===== src/hdl/led_strip_spi_symbol_frame_encoder_unit_assert.svh =====
// Assertion helpers for the RTL files; only lssfe_pos includes them.
`ifndef LED_STRIP_SPI_SYMBOL_FRAME_ENCODER_UNIT_ASSERT_SVH
`define LED_STRIP_SPI_SYMBOL_FRAME_ENCODER_UNIT_ASSERT_SVH

// Condition must hold at every clock edge out of reset.
`define LSSFE_ASSERT_ALWAYS(label, cond, msg) \
  label: assert property (@(posedge clk) disable iff (!rst_n) (cond)) else $error(msg);

// Antecedent implies the consequent in the next cycle.
`define LSSFE_ASSERT_NEXT(label, ante, cons, msg) \
  label: assert property (@(posedge clk) disable iff (!rst_n) (ante) |=> (cons)) else $error(msg);

`endif


===== src/hdl/lssfe_pkg.sv =====
`timescale 1ns / 1ps

package lssfe_pkg;

  localparam int LED_COUNT_DEF   = 104;
  localparam int RESET_BYTES_DEF = 31;
  localparam int BYTES_PER_LED   = 12;

  localparam logic [7:0] LED_MAX        = 8'hFF;
  localparam logic [3:0] ZERO_SYMBOL_RST = 4'b0001;
  localparam logic [3:0] ONE_SYMBOL_RST  = 4'b0111;
  localparam logic [3:0] WITHIN_LAST     = 4'(BYTES_PER_LED - 1);

  typedef enum logic [0:0] {
    CFG_ZERO_SYMBOL = 1'b0,
    CFG_ONE_SYMBOL  = 1'b1
  } cfg_reg_t;

  typedef struct packed {
    logic       in_data;
    logic       led_end;
    logic       last;
    logic [3:0] slot;
  } pos_info_t;

  function automatic logic [7:0] take_amt(input logic [15:0] left);
    take_amt = (left < {8'd0, LED_MAX}) ? left[7:0] : LED_MAX;
  endfunction

  function automatic logic [3:0] sym_sel(input logic b, input logic [3:0] zero_sym,
                                         input logic [3:0] one_sym);
    sym_sel = b ? one_sym : zero_sym;
  endfunction

endpackage


===== src/hdl/lssfe_pos.sv =====
`timescale 1ns / 1ps
`include "led_strip_spi_symbol_frame_encoder_unit_assert.svh"

module lssfe_pos import lssfe_pkg::*; #(
  parameter int LED_COUNT   = LED_COUNT_DEF,
  parameter int RESET_BYTES = RESET_BYTES_DEF
) (
  input  logic      clk,
  input  logic      rst_n,
  input  logic      load,
  input  logic      step,
  output pos_info_t info
);

  localparam int DATA_BYTES  = LED_COUNT * BYTES_PER_LED;
  localparam int RAW_BYTES   = 2 * RESET_BYTES + DATA_BYTES;
  localparam int FRAME_BYTES = ((RAW_BYTES + 3) / 4) * 4;
  localparam int POS_W       = $clog2(FRAME_BYTES + 1);

  localparam logic [POS_W-1:0] DATA_START = POS_W'(RESET_BYTES);
  localparam logic [POS_W-1:0] DATA_END   = POS_W'(RESET_BYTES + DATA_BYTES);
  localparam logic [POS_W-1:0] LAST_POS   = POS_W'(FRAME_BYTES - 1);

  logic [POS_W-1:0] pos_r, pos_nxt;
  logic [3:0]       within_r, within_nxt;
  logic             in_data, last;

  assign in_data = (pos_r >= DATA_START) && (pos_r < DATA_END);
  assign last    = (pos_r == LAST_POS);

  always_comb begin
    info.in_data = in_data;
    info.led_end = in_data && (within_r == WITHIN_LAST);
    info.last    = last;
    info.slot    = within_r;
  end

  always_comb begin
    pos_nxt    = pos_r;
    within_nxt = within_r;
    if (load) begin
      pos_nxt    = '0;
      within_nxt = '0;
    end else if (step) begin
      if (last) begin
        pos_nxt    = '0;
        within_nxt = '0;
      end else begin
        pos_nxt = pos_r + POS_W'(1);
        if (in_data) begin
          within_nxt = (within_r == WITHIN_LAST) ? 4'd0 : within_r + 4'd1;
        end
      end
    end
  end

  always_ff @(posedge clk) begin
    if (!rst_n) begin
      pos_r    <= '0;
      within_r <= '0;
    end else begin
      pos_r    <= pos_nxt;
      within_r <= within_nxt;
    end
  end

  `LSSFE_ASSERT_ALWAYS(a_pos_range, pos_r <= LAST_POS, "frame position out of range")
  `LSSFE_ASSERT_ALWAYS(a_within_range, within_r <= WITHIN_LAST, "led byte index out of range")
  `LSSFE_ASSERT_ALWAYS(a_led_aligned, (pos_r != DATA_END) || (within_r == 4'd0),
                       "data region ended inside an led")
  `LSSFE_ASSERT_NEXT(a_wrap, step && !load && last, pos_r == '0 && within_r == 4'd0,
                     "frame did not wrap after last beat")

endmodule


===== src/hdl/lssfe_enc.sv =====
`timescale 1ns / 1ps

module lssfe_enc import lssfe_pkg::*; (
  input  logic      clk,
  input  logic      rst_n,
  input  logic      load,
  input  logic      step,
  input  pos_info_t info,
  input  logic [15:0] red_total,
  input  logic [15:0] green_total,
  input  logic [15:0] blue_total,
  input  logic [3:0]  zero_symbol,
  input  logic [3:0]  one_symbol,
  output logic [7:0]  frame_byte
);

  logic [15:0] held_red_r, held_green_r, held_blue_r;
  logic [15:0] left_red_r, left_green_r, left_blue_r;
  logic [15:0] held_red_nxt, held_green_nxt, held_blue_nxt;
  logic [15:0] left_red_nxt, left_green_nxt, left_blue_nxt;
  logic [7:0]  value;
  logic [2:0]  hi_bit, lo_bit;

  always_comb begin
    case (info.slot[3:2])
      2'd0:    value = take_amt(left_green_r);
      2'd1:    value = take_amt(left_red_r);
      default: value = take_amt(left_blue_r);
    endcase
    hi_bit = 3'd7 - {info.slot[1:0], 1'b0};
    lo_bit = hi_bit - 3'd1;
    frame_byte = '0;
    if (info.in_data) begin
      frame_byte = {sym_sel(value[lo_bit], zero_symbol, one_symbol),
                    sym_sel(value[hi_bit], zero_symbol, one_symbol)};
    end
  end

  always_comb begin
    held_red_nxt   = held_red_r;
    held_green_nxt = held_green_r;
    held_blue_nxt  = held_blue_r;
    left_red_nxt   = left_red_r;
    left_green_nxt = left_green_r;
    left_blue_nxt  = left_blue_r;
    if (load) begin
      held_red_nxt   = red_total;
      held_green_nxt = green_total;
      held_blue_nxt  = blue_total;
      left_red_nxt   = red_total;
      left_green_nxt = green_total;
      left_blue_nxt  = blue_total;
    end else if (step) begin
      if (info.last) begin
        left_red_nxt   = held_red_r;
        left_green_nxt = held_green_r;
        left_blue_nxt  = held_blue_r;
      end else if (info.led_end) begin
        left_red_nxt   = left_red_r - {8'd0, take_amt(left_red_r)};
        left_green_nxt = left_green_r - {8'd0, take_amt(left_green_r)};
        left_blue_nxt  = left_blue_r - {8'd0, take_amt(left_blue_r)};
      end
    end
  end

  always_ff @(posedge clk) begin
    if (!rst_n) begin
      held_red_r   <= '0;
      held_green_r <= '0;
      held_blue_r  <= '0;
      left_red_r   <= '0;
      left_green_r <= '0;
      left_blue_r  <= '0;
    end else begin
      held_red_r   <= held_red_nxt;
      held_green_r <= held_green_nxt;
      held_blue_r  <= held_blue_nxt;
      left_red_r   <= left_red_nxt;
      left_green_r <= left_green_nxt;
      left_blue_r  <= left_blue_nxt;
    end
  end

endmodule


===== src/hdl/led_strip_spi_symbol_frame_encoder_unit.sv =====
`timescale 1ns / 1ps
// LED-strip SPI symbol frame encoder.
// Input channel (in_valid / in_stall): in_mode 0 loads red/green/blue totals and
// restarts the frame, producing no output beat; in_mode 1 fetches the next frame byte.
// Output channel (out_valid / out_stall): one beat per fetch carrying out_frame_byte
// and out_frame_last, which marks the final padded byte before the frame repeats.
// Config channel (cfg_valid / cfg_ready, always ready): index 0 sets the zero-bit
// symbol, index 1 the one-bit symbol; write only while the block is idle.
// A fetch reaches the output through the input register, then the result register.
// Throughput: one item per cycle while out_stall is low, set by the position
// counter and encode path.
// When out_stall holds a waiting result, one more item is taken into the input
// register; in_stall rises only while that register is also blocked. Loads drain
// through the input register without needing the output side.
// Reset (rst_n low, synchronous) empties both registers, restores symbols 0001
// and 0111, zeroes the totals and points at the start of the frame.

module led_strip_spi_symbol_frame_encoder_unit import lssfe_pkg::*; #(
  parameter int LED_COUNT   = LED_COUNT_DEF,
  parameter int RESET_BYTES = RESET_BYTES_DEF
) (
  input  logic        clk,
  input  logic        rst_n,
  input  logic        in_valid,
  output logic        in_stall,
  input  logic        in_mode,
  input  logic [15:0] in_red_total,
  input  logic [15:0] in_green_total,
  input  logic [15:0] in_blue_total,
  output logic        out_valid,
  input  logic        out_stall,
  output logic [7:0]  out_frame_byte,
  output logic        out_frame_last,
  input  logic        cfg_valid,
  output logic        cfg_ready,
  input  cfg_reg_t    cfg_index,
  input  logic [3:0]  cfg_data
);

  logic        in_valid_r, in_valid_nxt;
  logic        mode_r;
  logic [15:0] red_r, green_r, blue_r;
  logic        out_valid_r, out_valid_nxt;
  logic [7:0]  byte_r;
  logic        last_r;
  logic [3:0]  zero_sym_r, one_sym_r;
  logic        out_free, advance, accept_in, load, step;
  pos_info_t   info;
  logic [7:0]  enc_byte;

  assign out_free  = !out_valid_r || !out_stall;
  assign advance   = in_valid_r && (!mode_r || out_free);
  assign in_stall  = in_valid_r && !advance;
  assign accept_in = in_valid && !in_stall;
  assign load      = advance && !mode_r;
  assign step      = advance && mode_r;
  assign cfg_ready = 1'b1;

  assign out_valid      = out_valid_r;
  assign out_frame_byte = byte_r;
  assign out_frame_last = last_r;

  always_comb begin
    in_valid_nxt = in_valid_r;
    if (accept_in) begin
      in_valid_nxt = 1'b1;
    end else if (advance) begin
      in_valid_nxt = 1'b0;
    end
    out_valid_nxt = out_valid_r;
    if (step) begin
      out_valid_nxt = 1'b1;
    end else if (!out_stall) begin
      out_valid_nxt = 1'b0;
    end
  end

  always_ff @(posedge clk) begin
    if (!rst_n) begin
      in_valid_r  <= 1'b0;
      out_valid_r <= 1'b0;
      zero_sym_r  <= ZERO_SYMBOL_RST;
      one_sym_r   <= ONE_SYMBOL_RST;
    end else begin
      in_valid_r  <= in_valid_nxt;
      out_valid_r <= out_valid_nxt;
      if (cfg_valid && cfg_ready) begin
        case (cfg_index)
          CFG_ZERO_SYMBOL: zero_sym_r <= cfg_data;
          CFG_ONE_SYMBOL:  one_sym_r  <= cfg_data;
          default: ;
        endcase
      end
    end
  end

  always_ff @(posedge clk) begin
    if (accept_in) begin
      mode_r  <= in_mode;
      red_r   <= in_red_total;
      green_r <= in_green_total;
      blue_r  <= in_blue_total;
    end
    if (step) begin
      byte_r <= enc_byte;
      last_r <= info.last;
    end
  end

  lssfe_pos #(
    .LED_COUNT   (LED_COUNT),
    .RESET_BYTES (RESET_BYTES)
  ) u_pos (
    .clk   (clk),
    .rst_n (rst_n),
    .load  (load),
    .step  (step),
    .info  (info)
  );

  lssfe_enc u_enc (
    .clk         (clk),
    .rst_n       (rst_n),
    .load        (load),
    .step        (step),
    .info        (info),
    .red_total   (red_r),
    .green_total (green_r),
    .blue_total  (blue_r),
    .zero_symbol (zero_sym_r),
    .one_symbol  (one_sym_r),
    .frame_byte  (enc_byte)
  );

endmodule


===== config.mk =====
export PLATFORM = sky130hd
export DESIGN_NAME = led_strip_spi_symbol_frame_encoder_unit
export DESIGN_NICKNAME = d
export VERILOG_FILES = /design/src/hdl/lssfe_pkg.sv /design/src/hdl/lssfe_pos.sv /design/src/hdl/lssfe_enc.sv /design/src/hdl/led_strip_spi_symbol_frame_encoder_unit.sv
export VERILOG_INCLUDE_DIRS = /design/src /design/src/hdl
export SDC_FILE = /design/constraint.sdc
export NUM_CORES = 1
export LEC_CHECK = 0
export BUFFER_PORTS_ARGS = -buffer_cell sky130_fd_sc_hd__buf_2
export CAP_MARGIN = 25
export CORE_ASPECT_RATIO = 0.7
export CORE_MARGIN = 2
export CORE_UTILIZATION = 25
export DETAILED_ROUTE_END_ITERATION = 8
export GPL_TIMING_DRIVEN = 0
export PLACE_DENSITY = 0.43
export SYNTH_ARGS = -nofsm -noshare
export SYNTH_HDL_FRONTEND = slang
export SYNTH_SLANG_ARGS = --single-unit

===== constraint.sdc =====
create_clock -name clk -period 6.42 [get_ports clk]
set_clock_uncertainty 0.15 [all_clocks]
set_input_delay 1.926 -clock clk [delete_from_list [all_inputs] [get_ports clk]]
set_output_delay 1.926 -clock clk [all_outputs]
set_load 0.01 [all_outputs]

# Yosys cells after proc, flatten, opt, wreduce, memory -nomap -nowiden
# Index checks and enable logic that the tools add are counted.
[classes]
n_addsub = 7
mul = 0
div_mod_pow = 0
order_cmp = 7
eq_ne = 4
shifts = 0
mux = 30
bitwise = 2
reduce_logical = 24
[op_table]
columns = ["cell", "count"]
rows = [
  ["$mux 16", 12],
  ["$lt 16x8->1 const B", 3],
  ["$sub 16x8->16", 3],
  ["$mux 8", 3],
  ["$mux 4", 5],
  ["$pmux 8 s2", 1],
  ["$add 11x1->11 const B", 1],
  ["$eq 11x11->1 const B", 1],
  ["$ge 11x5->1 const B", 1],
  ["$lt 11x11->1 const B", 1],
  ["$mux 11", 1],
  ["$lt 3x4->1 const B", 2],
  ["$reduce_and 2->1", 4],
  ["$logic_and 1x1->1", 7],
  ["$bmux 1 s3", 2],
  ["$mux 1", 6],
  ["$reduce_bool 2->1", 3],
  ["$logic_not 1->1", 5],
  ["$add 4x1->4 const B", 1],
  ["$eq 4x4->1 const B", 1],
  ["$reduce_bool 3->1", 1],
  ["$sub 3x1->3 const B", 1],
  ["$sub 3x3->3 const A", 1],
  ["$eq 2x1->1 const B", 1],
  ["other kinds (5)", 7],
]
[totals]
register_bits = 179
latchBits = 0
ram_bits = 0
romBits = 0
inputBits = 59
output_inout_bits = 12
word_cells = 92
n_memories = 0

# Depth between registers and ports, before layout
# Gate-level depths: netlist (run 1).
[depth]
depth_word = 9
depth_mapped = 10
depth_no_buf = 9

# Modules after synthesis
# From an unflattened synthesis (run 1), not the netlist that was laid out.
[hier_totals]
cells_unflattened = 932
area_unflattened_um2 = 8713.4
[by_module_without_submodules]
columns = ["module", "n_inst", "cells_each", "area_per_inst_um2", "seq_area_each_um2"]
rows = [
  ["lssfe_enc", 1, 738, 5750.5, 1921.8],
  ["led_strip_spi_symbol_frame_encoder_unit", 1, 102, 2142.1, 1941.9],
  ["lssfe_pos", 1, 92, 820.8, 300.3],
]

# Worst setup path after synthesis (run 1)
# Ideal clock, no wire load.
[synth_timing]
path_type = "in2reg"
startpoint = "input out_stall"
endpoint = "register blue_r[0] (enable)"
setup_time_ns = 0.461
arrival_ns = 4.314
required_time_ns = 5.809
setup_slack_ns = 1.495
cell_stages = 3
n_path_buf = 0
cell_sequence = "nand2_1 > nor2_1 > nor2b_1"
[synth_via]
elab_chain_cells = 8
[synth_lines]
columns = ["element", "line", "source"]
rows = [
  ["start: declaration", "led_strip_spi_symbol_frame_encoder_unit.sv:31", "input logic out_stall,"],
  ["$logic_not 1->1", "-", ""],
  ["$logic_or 1x1->1", "led_strip_spi_symbol_frame_encoder_unit.sv:51", "assign out_free = !out_valid_r || !out_stall;"],
  ["$logic_or 1x1->1", "led_strip_spi_symbol_frame_encoder_unit.sv:52", "assign advance = in_valid_r && (!mode_r || out_free);"],
  ["$logic_and 1x1->1", "led_strip_spi_symbol_frame_encoder_unit.sv:52", ""],
  ["$logic_not 1->1", "led_strip_spi_symbol_frame_encoder_unit.sv:53", "assign in_stall = in_valid_r && !advance;"],
  ["$logic_and 1x1->1", "led_strip_spi_symbol_frame_encoder_unit.sv:53", ""],
  ["net in_stall", "led_strip_spi_symbol_frame_encoder_unit.sv:25", "output logic in_stall,"],
  ["$logic_not 1->1", "led_strip_spi_symbol_frame_encoder_unit.sv:54", "assign accept_in = in_valid && !in_stall;"],
  ["$logic_and 1x1->1", "led_strip_spi_symbol_frame_encoder_unit.sv:54", ""],
  ["net accept_in", "led_strip_spi_symbol_frame_encoder_unit.sv:47", "logic out_free, advance, accept_in, load, step;"],
  ["end signal: assignment", "led_strip_spi_symbol_frame_encoder_unit.sv:102", "blue_r <= in_blue_total;"],
  ["end: declaration", "led_strip_spi_symbol_frame_encoder_unit.sv:42", "logic [15:0] red_r, green_r, blue_r;"],
]
# The timed path passes the listed nets, and every way through them passes these cells.
# A chain may end at the register's enable or synchronous reset.

# Final worst setup path (run 1)
[layout_timing]
startpoint = "input out_stall"
endpoint = "output in_stall"
[layout_via]
elab_chain_cells = 6
[layout_lines]
columns = ["element", "line"]
rows = [
  ["$logic_not 1->1", "-"],
  ["$logic_or 1x1->1", "led_strip_spi_symbol_frame_encoder_unit.sv:51"],
  ["$logic_or 1x1->1", "led_strip_spi_symbol_frame_encoder_unit.sv:52"],
  ["$logic_and 1x1->1", "led_strip_spi_symbol_frame_encoder_unit.sv:52"],
  ["$logic_not 1->1", "led_strip_spi_symbol_frame_encoder_unit.sv:53"],
  ["$logic_and 1x1->1", "led_strip_spi_symbol_frame_encoder_unit.sv:53"],
  ["end: declaration", "led_strip_spi_symbol_frame_encoder_unit.sv:25"],
]
# Every way passes these cells.

==> results.sh, run 1 <==
export IMPL_outcome="completed"
export IMPL_place_inst=1481
export IMPL_fp_row_count=56
export IMPL_cts_tree="built"
export IMPL_hold_path_class="reg2reg"
export IMPL_setup_viol=0
export IMPL_vias_per_cell=5.21
export IMPL_stdcell_area_um2=10100
export IMPL_nets=1130
export IMPL_seq_area_frac_synth_pct=48.7
export IMPL_min_period_ns=4.64
export IMPL_avgSynthCellArea_um2=8.76
export IMPL_drt_iter0_drc=755
export IMPL_path_max_fanout=3
export IMPL_holdPathEnd="u_enc.held_green_r[2]"
export IMPL_hpwl_um=23700
export IMPL_clock_latency_ns=0.46
export IMPL_clockRootBuffer="clkbuf_16"
export IMPL_core_area_um2=33600
export IMPL_yosys_warnings=0
export IMPL_grt_pass1_wl_um=48500
export IMPL_powerDensity_nw_per_um2=256
export IMPL_die_y_um=159
export IMPL_path_clk_slew_ns=0.06
export IMPL_final_common_cell="nand2_1"
export IMPL_routedWlPerCell_um=21.7
export IMPL_drc=0
export IMPL_relSlewSlack_pct=27.8
export IMPL_cts_resized=0
export IMPL_synth_compound_area_share_pct=20.3
export IMPL_synth_simple_area_share_pct=21.5
export IMPL_cts_htree_levels=4
export IMPL_die_w_um=225
export IMPL_numCtsBuffers=17
export IMPL_crit_required_ns=4.34
export IMPL_synth_cell_types=69
export IMPL_vias=7886
export IMPL_synth_nets=1039
export IMPL_worst_slack_ns=1.78
export IMPL_synth_seq_cells=179
export IMPL_synth_top_area_cell="dfxtp_1"
export IMPL_hold_buffers=0
export IMPL_drt_wl_total_um=32800
export IMPL_dpl_worst_slack_ns=1.77
export IMPL_num_io_pins=71
export IMPL_reg2reg_slack_ns=2.95
export IMPL_rsz0062_at_grt="false"
export IMPL_report_final_hold_viol_count=0
export IMPL_period_share_pct=72.2
export IMPL_synth_async_reset_ratio_pct=0
export IMPL_total_power_mw=2.58
export IMPL_maxSlewViolCount=0
export IMPL_synthCells=975
export IMPL_port_buffers=68
export IMPL_initial_core_util_pct=25.5
export IMPL_power_leakage_nw=3.44
export IMPL_synth_top_family_by_area="simple AND/OR/NAND/NOR gates"
export IMPL_critPathKind="in2out"
export IMPL_vdd_drop_max_mv=0.181
export IMPL_clock_path_buffers=2
export IMPL_fin_cells=1514
export IMPL_syn_area_um2=8550
export IMPL_grt_use_total_pct=18.8
export IMPL_arrival_ns=2.56
export IMPL_die_area_um2=35700
export IMPL_drive_above_1_share_pct=13.4
export IMPL_r2r_cells=9
export IMPL_drtAntennaViolNets=0
export IMPL_end_kind="output port"
export IMPL_r2r_start="u_enc.left_green_r[8]"
export IMPL_drt_pass1_iterations=5
export IMPL_antenna_diode_count=0
export IMPL_synth_top_cell_area_share_pct=28.3
export IMPL_grt_antenna_before_repair=0
export IMPL_fin_util_pct=30.1
export IMPL_cts_sinks=179
export IMPL_min_from="u_enc.held_green_r[2]"
export IMPL_synthMuxAreaShare_pct=2.74
export IMPL_synth_main_ff_cell="dfxtp_1"
export IMPL_area_growth_pct=18.2
export IMPL_synth_edff_count=58
export IMPL_tns_ns=0
export IMPL_worst_slew_pin_slew_ns=1.08
export IMPL_grt_pass1_vias=7485
export IMPL_grt_max_degree=31
export IMPL_mostFrequentLayoutCells="nand2_1, dfxtp_1, a21oi_1, buf_2, nor2_1"
export IMPL_postCtsSetupBuffers=0
export IMPL_final_fill_count=3611
export IMPL_worstReg2RegEnd="u_enc.left_green_r[10]"
export IMPL_synthAdderAreaFrac_pct=0.732
export IMPL_synth_area_leaders="dfxtp_1, edfxtp_1, nand2_1"
export IMPL_hold_worst_slack_ns=0.307
export IMPL_gp_congestion=0.898
export IMPL_holdPathStages=2
export IMPL_drv_cap=0
export IMPL_start_kind="input pin"
export IMPL_synth_xor_area_share_pct=1.84
export IMPL_overflow=0
export IMPL_placed_area_um2=9480
export IMPL_max_freq_ghz=0.216
## worst max-delay path, cell delays in order
cell     delay, ns
buf_2         0.09
nand2_1       0.08
nor2_1        0.27
buf_2         0.19
## cell type report
| type | count | area (um2) | share of cell area (%) |
|---|---|---|---|
| Sequential cell | 179 | 4160 | 41.2 |
| Multi-Input combinational cell | 721 | 4040 | 40.0 |
| Tap cell | 435 | 544 | 5.39 |
| Clock buffer | 21 | 483 | 4.78 |
| Timing Repair Buffer | 72 | 390 | 3.87 |
| Buffer | 65 | 319 | 3.16 |
| Clock inverter | 11 | 124 | 1.23 |
| Inverter | 10 | 37.5 | 0.372 |
## layer usage
layer	routed length [um]	global-route usage (%)	vias to the layer above
met5	0	0	-
met4	602	5.42	0
met3	2390	4.95	45
met2	13100	26.2	288
met1	16800	28.0	3834
li1	-	-	3719
## flip-flops by register name (all words and copies together), names as in the netlist
register and count:
red_r 16, blue_r 16, u_enc.held_blue_r 16, u_enc.held_red_r 16
out_frame_byte 8, u_pos.within_r 4, in_valid_r 1, mode_r 1
zero_sym_r 4, u_enc.left_green_r 16, u_enc.left_red_r 16, green_r 16
one_sym_r 4, u_pos.pos_r 11, u_enc.held_green_r 16, out_valid 1
out_frame_last 1, u_enc.left_blue_r 16
## cells in the mapped netlist, drive strengths merged, types with 5 or more instances
cell type  instances
a211oi            13
a21oi            101
a31oi             14
a32o               6
and3               5
buf               29
clkbuf            36
dfxtp            121
edfxtp            58
ha                 5
inv               10
mux2i             20
nand2            187
nand2b            12
nand3             53
nand3b             5
nand4             15
nor2              60
nor3              30
o211ai            21
o21a               7
o21ai             58
o31ai             11
or3               13
xnor2             10
xor2               8
## how the worst max path moves through the flow
stage,startpoint,to,cells past startpoint
detailed placement,out_stall,in_stall,4
finish,out_stall,in_stall,4
global placement,out_stall,red_r[2],4
floorplan,out_stall,blue_r[0],3
global route,out_stall,in_stall,4
CTS,out_stall,in_stall,4
## logic make-up (layout without fill, tap and decap cells)
| kind of cell | Yosys count | count (layout) |
|---|---|---|
| xor gates and xnor gates | 18 | 18 |
| and+or+nand+nor | 398 | 398 |
| muxes | 23 | 23 |
| DFF | 179 | 179 |
| AOI/OAI and AO/OA | 276 | 276 |
| buffers and inverters | 75 | 179 |
| other | 1 | 1 |
| adders and majority gates | 5 | 5 |
## power breakdown
part	internal [mW]	switching (mW)
registers	1.21	0.0241
logic	0.0854	0.162
clock network	0.621	0.484
(Power assumes the default switching activity.)
==> inputs of run 2 (changes only) <==
Settings changed: ABC_AREA set to 1.
Clock period 6.42 ns to 4.8 ns, I/O delays scaled along.
==> run 2 against run 1 <==
Count of clock-buffer cells in the layout fell by 3. Design area fell by 0.79%. Final cell count rose by 10%. Combinational power rose by 110%. Sequential share of layout area rose by 0.33 points. Routed wire length fell by 9.5%. Total power rose by 36%. Non-clock buffer count fell by 22. Critical path type unchanged. Largest cell class unchanged.
==> results.sh, run 2 <==
export IMPL_die_y_um=159
export IMPL_min_period_ns=3.79
export IMPL_r2r_start="mode_r"
export IMPL_avgSynthCellArea_um2=7.56
export IMPL_drtAntennaViolNets=0
export IMPL_worstReg2RegEnd="u_enc.left_green_r[7]"
export IMPL_path_cells="buf_2 > nand2_1 > nor3_1 > buf_2"
export IMPL_yosys_warnings=0
export IMPL_synth_seq_cells=179
export IMPL_synth_top_area_cell="dfxtp_1"
export IMPL_final_common_cell="nand2_1"
export IMPL_r2r_cells=9
export IMPL_grt_pass1_wl_um=44800
export IMPL_hpwl_um=21800
export IMPL_numCtsBuffers=17
export IMPL_gp_congestion=0.898
export IMPL_worst_slew_pin_slew_ns=1.01
export IMPL_critPathSlowestCell="nor3_1"
export IMPL_drt_wl_total_um=29700
export IMPL_powerDensity_nw_per_um2=351
export IMPL_cts_tree="built"
export IMPL_reg2reg_slack_ns=1.84
export IMPL_drc=0
export IMPL_drive_above_1_share_pct=11.9
export IMPL_drv_cap=0
export IMPL_grt_pass1_vias=7216
export IMPL_port_buffers=69
export IMPL_postCtsSetupBuffers=0
export IMPL_clockRootBuffer="clkbuf_16"
export IMPL_total_power_mw=3.52
export IMPL_synth_common_cells="nand2_1, a21oi_1, dfxtp_1"
export IMPL_vias_per_cell=4.69
export IMPL_die_area_um2=35700
export IMPL_cp_endpoint="in_stall"
export IMPL_synth_async_reset_ratio_pct=0
export IMPL_hold_path_class="reg2reg"
export IMPL_die_w_um=225
export IMPL_vias=7830
export IMPL_synth_main_ff_cell="dfxtp_1"
export IMPL_setup_viol=0
export IMPL_yosysMostFrequentCell="nand2_1"
export IMPL_drt_iter0_drc=733
export IMPL_synth_edff_count=58
export IMPL_path_max_fanout=3
export IMPL_seq_area_frac_synth_pct=48.7
export IMPL_synth_cell_types=40
export IMPL_synth_nets=1195
export IMPL_max_freq_ghz=0.264
export IMPL_drt_pass1_iterations=5
export IMPL_overflow=0
export IMPL_cp_startpoint="out_stall"
export IMPL_num_io_pins=71
export IMPL_arrival_ns=2.20
export IMPL_min_from="u_enc.held_green_r[8]"
export IMPL_start_kind="input pin"
export IMPL_relSlewSlack_pct=32.5
export IMPL_synthCells=1131
export IMPL_synth_area_leaders="dfxtp_1, edfxtp_1, nand2_1"
export IMPL_clock_latency_ns=0.45
export IMPL_routedWlPerCell_um=17.8
export IMPL_outcome="completed"
export IMPL_nets=1284
export IMPL_dpl_worst_slack_ns=0.998
export IMPL_power_leakage_nw=4.02
export IMPL_cp_common_cell="buf_2"
export IMPL_rsz0062_at_grt="false"
export IMPL_place_inst=1636
export IMPL_clock_path_buffers=2
export IMPL_cts_sinks=179
export IMPL_core_area_um2=33600
export IMPL_cts_resized=0
export IMPL_grt_max_degree=31
export IMPL_grt_antenna_before_repair=0
export IMPL_grt_use_total_pct=16.9
export IMPL_initial_core_util_pct=25.5
export IMPL_area_growth_pct=17.2
export IMPL_mostFrequentLayoutCells="nand2_1, a21oi_1, dfxtp_1, inv_1, nor2_1"
export IMPL_hold_buffers=0
export IMPL_period_share_pct=79.0
export IMPL_tns_ns=0
export IMPL_fin_cells=1668
export IMPL_end_kind="output port"
export IMPL_critPathKind="in2out"
export IMPL_path_clk_slew_ns=0.07
export IMPL_vdd_drop_max_mv=0.232
export IMPL_ff_latch_area_um2=4160
export IMPL_maxSlewViolCount=0
export IMPL_multi_input_area_um2=3720
export IMPL_crit_required_ns=3.21
export IMPL_crit_path_max_incr_delay_ns=0.39
export IMPL_cts_htree_levels=4
export IMPL_worst_slack_ns=1.01
export IMPL_report_final_hold_viol_count=0
export IMPL_fp_row_count=56
export IMPL_final_fill_count=3635
export IMPL_synth_top_cell_area_share_pct=28.3
export IMPL_syn_area_um2=8550
-- run 2: cell types whose count changed after synthesis, sizes merged, moves of 18 or more --
cell / previous run / this run
inv: 10 / 120
nand2: 187 / 285
o21ai: 58 / 107
nor2: 60 / 98
a21oi: 101 / 131
nand3: 53 / 81
mux2i: 20 / 0
buf: 29 / 11
-- run 2: cell families (layout without fill, tap and decap cells) --
kind of cell | count (synthesis) | in the layout | share of synthesized area (%)
and+or+nand+nor | 494 | 494 | 24.4
AOI/OAI and AO/OA | 274 | 274 | 17.0
DFF | 179 | 179 | 48.7
buffers and inverters | 165 | 266 | 7.82
adders and majority gates | 5 | 5 | 0.732
other | 1 | 2 | 0.0439
xor gates and xnor gates | 13 | 13 | 1.33
-- run 2: final cells by class --
class | instances | share of cell area [%]
plain buffers | 45 | 2.15
well taps | 435 | 5.43
diodes | 1 | 0.0250
clock buffers | 18 | 4.38
repair buffers | 70 | 3.65
flip-flops and latches | 179 | 41.6
clock inverters | 13 | 1.12
multi-input cells | 787 | 37.2
inverters | 120 | 4.52
-- run 2: where the power goes --
| part | switching, mW | internal, mW |
|---|---|---|
| clock | 0.634 | 0.723 |
| combinational | 0.335 | 0.172 |
| sequential | 0.0317 | 1.62 |
| total | 1.00 | 2.51 |
-- run 2: worst max-delay path: cells and delay by family --
| kind | cells | cell delay (ns) |
|---|---|---|
| buf+inv | 2 | 0.30 |
| simple gates | 2 | 0.47 |
-- run 2: stage by stage --
| step | util [%] | hold WS (ns) | instance area [um2] |
|---|---|---|---|
| after floorplan | - | 0.269 | 8550 |
| after global placement | 28.1 | 0.284 | 9440 |
| after detailed placement | 28.2 | 0.284 | 9470 |
| after CTS | 29.8 | 0.301 | 10000 |
| after global routing | 29.8 | 0.326 | 10000 |
| final | 29.9 | 0.301 | 10000 |
-- run 2: how the worst min path moves through the flow --
| stage | end | slack (ns) | depth (start not counted) |
|---|---|---|---|
| finish | u_enc.held_green_r[8] | 0.30 | 2 |
| global route | u_enc.held_red_r[8] | 0.33 | 2 |
| global placement | u_enc.held_green_r[8] | 0.28 | 2 |
| detailed placement | u_enc.held_green_r[8] | 0.28 | 2 |
| CTS | u_enc.held_green_r[8] | 0.30 | 2 |
| floorplan | u_enc.held_blue_r[4] | 0.27 | 2 |
-- run 2: layer usage --
| metal | GRT usage, % | wire length, um |
|---|---|---|
| met4 | 3.43 | 205 |
| met3 | 3.39 | 1930 |
| met2 | 22.0 | 11400 |
| met5 | 0 | 0 |
| met1 | 27.5 | 16100 |
==> inputs of run 3 (changes only) <==
Settings changed: ABC_AREA 1 to 0, PLACE_DENSITY 0.43 to 0.44.
Clock period 4.8 ns to 3.1 ns, I/O delays scaled along.
==> run 3 against run 2 <==
Via count is 1.1% higher. Final cell count is 9.4% lower. Sequential share of layout area is 0.78 points lower. Critical path depth is 2 higher. Design area is 1.9% higher. Sequential power is 55% higher. First-iteration DRC count is 22% higher. Non-clock buffer count is 20 higher. Sequential cell count stayed put. Global-route usage is 1.9 points higher. Routed wire length is 11% higher. Worst setup slack worse by 0.86 ns. Critical endpoint is now u_enc.held_red_r[12]. Largest power group unchanged.
==> results.sh, run 3 (synthesis gave the netlist of run 1 again) <==
export IMPL_outcome="completed"
export IMPL_fin_util_pct=30.4
export IMPL_crit_family="buffers and inverters"
export IMPL_r2r_start="mode_r"
export IMPL_final_fill_count=3523
export IMPL_overflow=0
export IMPL_initial_core_util_pct=25.5
export IMPL_die_area_um2=35700
export IMPL_crit_buf_inv=3
export IMPL_grt_pass1_wl_um=48400
export IMPL_drt_pass1_iterations=5
export IMPL_min_period_ns=2.96
export IMPL_drc=0
export IMPL_worst_slew_pin_slew_ns=1.04
export IMPL_hold_worst_slack_ns=0.306
export IMPL_gp_congestion=0.917
export IMPL_holdPathStages=2
export IMPL_cts_htree_levels=4
export IMPL_numCtsBuffers=17
export IMPL_hpwl_um=23600
export IMPL_maxSlewViolCount=0
export IMPL_setup_viol=0
export IMPL_min_from="u_enc.held_blue_r[15]"
export IMPL_critPathKind="reg2reg"
export IMPL_die_y_um=159
export IMPL_num_io_pins=71
export IMPL_grt_pass1_vias=7334
export IMPL_cts_sinks=179
export IMPL_clkPwrFrac_pct=43.8
export IMPL_crit_required_ns=3.33
export IMPL_path_cells="nand2b_1 > clkbuf_1 > buf_1 > buf_1 > nand2_1 > a21oi_1"
export IMPL_path_max_fanout=10
export IMPL_drt_wl_total_um=32800
export IMPL_power_leakage_nw=3.52
export IMPL_powerDensity_nw_per_um2=536
export IMPL_drv_cap=0
export IMPL_power_switching_mw=1.37
export IMPL_drtAntennaViolNets=0
export IMPL_grt_max_degree=21
export IMPL_period_share_pct=95.4
export IMPL_nets=1128
export IMPL_reg2reg_slack_ns=0.14
export IMPL_p_int_mw=4.10
export IMPL_grt_use_total_pct=18.7
export IMPL_power_frac_seq_pct=46.7
export IMPL_critPathSlowestCell="buf_1"
export IMPL_clock_latency_ns=0.46
export IMPL_switching_share_pct=25.1
export IMPL_cts_tree="built"
export IMPL_cp_common_cell="buf_1"
export IMPL_start_kind="flip-flop"
export IMPL_drt_iter0_drc=895
export IMPL_core_area_um2=33600
export IMPL_hold_buffers=0
export IMPL_p_comb_share_pct=9.6
export IMPL_report_final_hold_viol_count=0
export IMPL_holdPathEnd="u_enc.held_blue_r[15]"
export IMPL_dpl_worst_slack_ns=-0.232
export IMPL_path_clk_slew_ns=0.07
export IMPL_final_common_cell="nand2_1"
export IMPL_crit_path_max_incr_delay_ns=0.80
export IMPL_total_power_mw=5.47
export IMPL_mostFrequentLayoutCells="nand2_1, dfxtp_1, a21oi_1, buf_2"
export IMPL_drive_above_1_share_pct=14.2
export IMPL_die_w_um=225
export IMPL_clockRootBuffer="clkbuf_16"
export IMPL_antenna_diode_count=0
export IMPL_fp_row_count=56
export IMPL_worst_slack_ns=0.144
export IMPL_area_growth_pct=19.5
export IMPL_hold_path_class="reg2reg"
export IMPL_relSlewSlack_pct=30.6
export IMPL_rsz0062_at_grt="true"
export IMPL_postCtsSetupBuffers=0
export IMPL_max_freq_ghz=0.338
export IMPL_port_buffers=68
export IMPL_arrival_ns=3.19
export IMPL_routedWlPerCell_um=21.7
export IMPL_vias=7914
export IMPL_clock_path_buffers=2
export IMPL_end_kind="flip-flop"
export IMPL_vias_per_cell=5.23
export IMPL_grt_antenna_before_repair=1
export IMPL_vdd_drop_max_mv=0.397
export IMPL_worstReg2RegEnd="u_enc.held_red_r[12]"
export IMPL_r2r_cells=6
run 3: changes by cell type in the layout (fill, tap and decap cells not counted), moves of 11 or more:
cell,change
nor2_1,-35
o21ai_0,+18
mux2i_1,+20
inv_2,-22
inv_1,-87
a21oi_1,-30
nand3_1,-28
nand2b_1,+12
a211oi_1,+12
nand2_1,-93
or3_1,+11
o21ai_1,-68
a31oi_1,+13
run 3: through the flow:
stage	std cells	instance area [um2]	setup TNS, ns
final	1512	10200	0
after global routing	1512	10200	0
after CTS	1513	10200	0
after detailed placement	1481	9510	-0.807
after global placement	1478	9430	-47.20
after floorplan	975	8550	0
run 3: worst max path at each step:
stage                           from                    end  slack [ns]  cells after the start
2_1_floorplan              out_stall              blue_r[0]        0.11                      3
3_5_place_dp     u_enc.left_red_r[8]   u_enc.left_red_r[10]       -0.23                      9
3_3_place_gp               out_stall               red_r[1]       -0.95                      4
6_report                      mode_r   u_enc.held_red_r[12]        0.14                      6
4_1_cts        u_enc.left_blue_r[15]  u_enc.left_blue_r[12]        0.03                     10
5_1_grt        u_enc.left_blue_r[15]  u_enc.left_blue_r[12]        0.01                     10
run 3: worst reg2reg max path, cell delays in order (launching register included):
cell and delay, ns:
edfxtp_1 0.41, nand2b_1 0.13, clkbuf_1 0.48, buf_1 0.60, buf_1 0.81, nand2_1 0.14, a21oi_1 0.16
run 3: timing repair:
item,4_1_cts,5_1_grt
setup endpoints to repair,11,35
pin swaps,0,1
resized for setup,8,13
run 3: power by group through the flow:
stage / Clock [mW] / Sequential [mW] / Combinational (mW)
5_1_grt: 2.53 / 2.56 / 0.569
4_1_cts: 2.44 / 2.55 / 0.513
2_1_floorplan: 0 / 2.59 / 0.304
3_5_place_dp: 0 / 2.60 / 0.509
6_report: 2.40 / 2.55 / 0.523
3_3_place_gp: 0 / 2.61 / 0.495
run 3: per-layer routing:
| layer | routed length (um) | part of all wire, % | vias to the layer above | global-route usage, % |
|---|---|---|---|---|
| met5 | 0 | 0 | - | 0 |
| met4 | 372 | 1.1 | 0 | 4.38 |
| met3 | 2900 | 8.8 | 25 | 5.89 |
| met2 | 13200 | 40 | 323 | 26.2 |
| met1 | 16300 | 50 | 3848 | 27.6 |
| li1 | - | - | 3718 | - |
run 3: cell type report:
class	instances	area (um2)	share of cell area, %
flip-flops and latches	179	4160	40.8
clock buffers	25	518	5.07
inverters	10	37.5	0.368
plain buffers	64	325	3.19
clock inverters	7	119	1.16
well taps	435	544	5.33
multi-input cells	721	4100	40.2
repair buffers	71	403	3.95
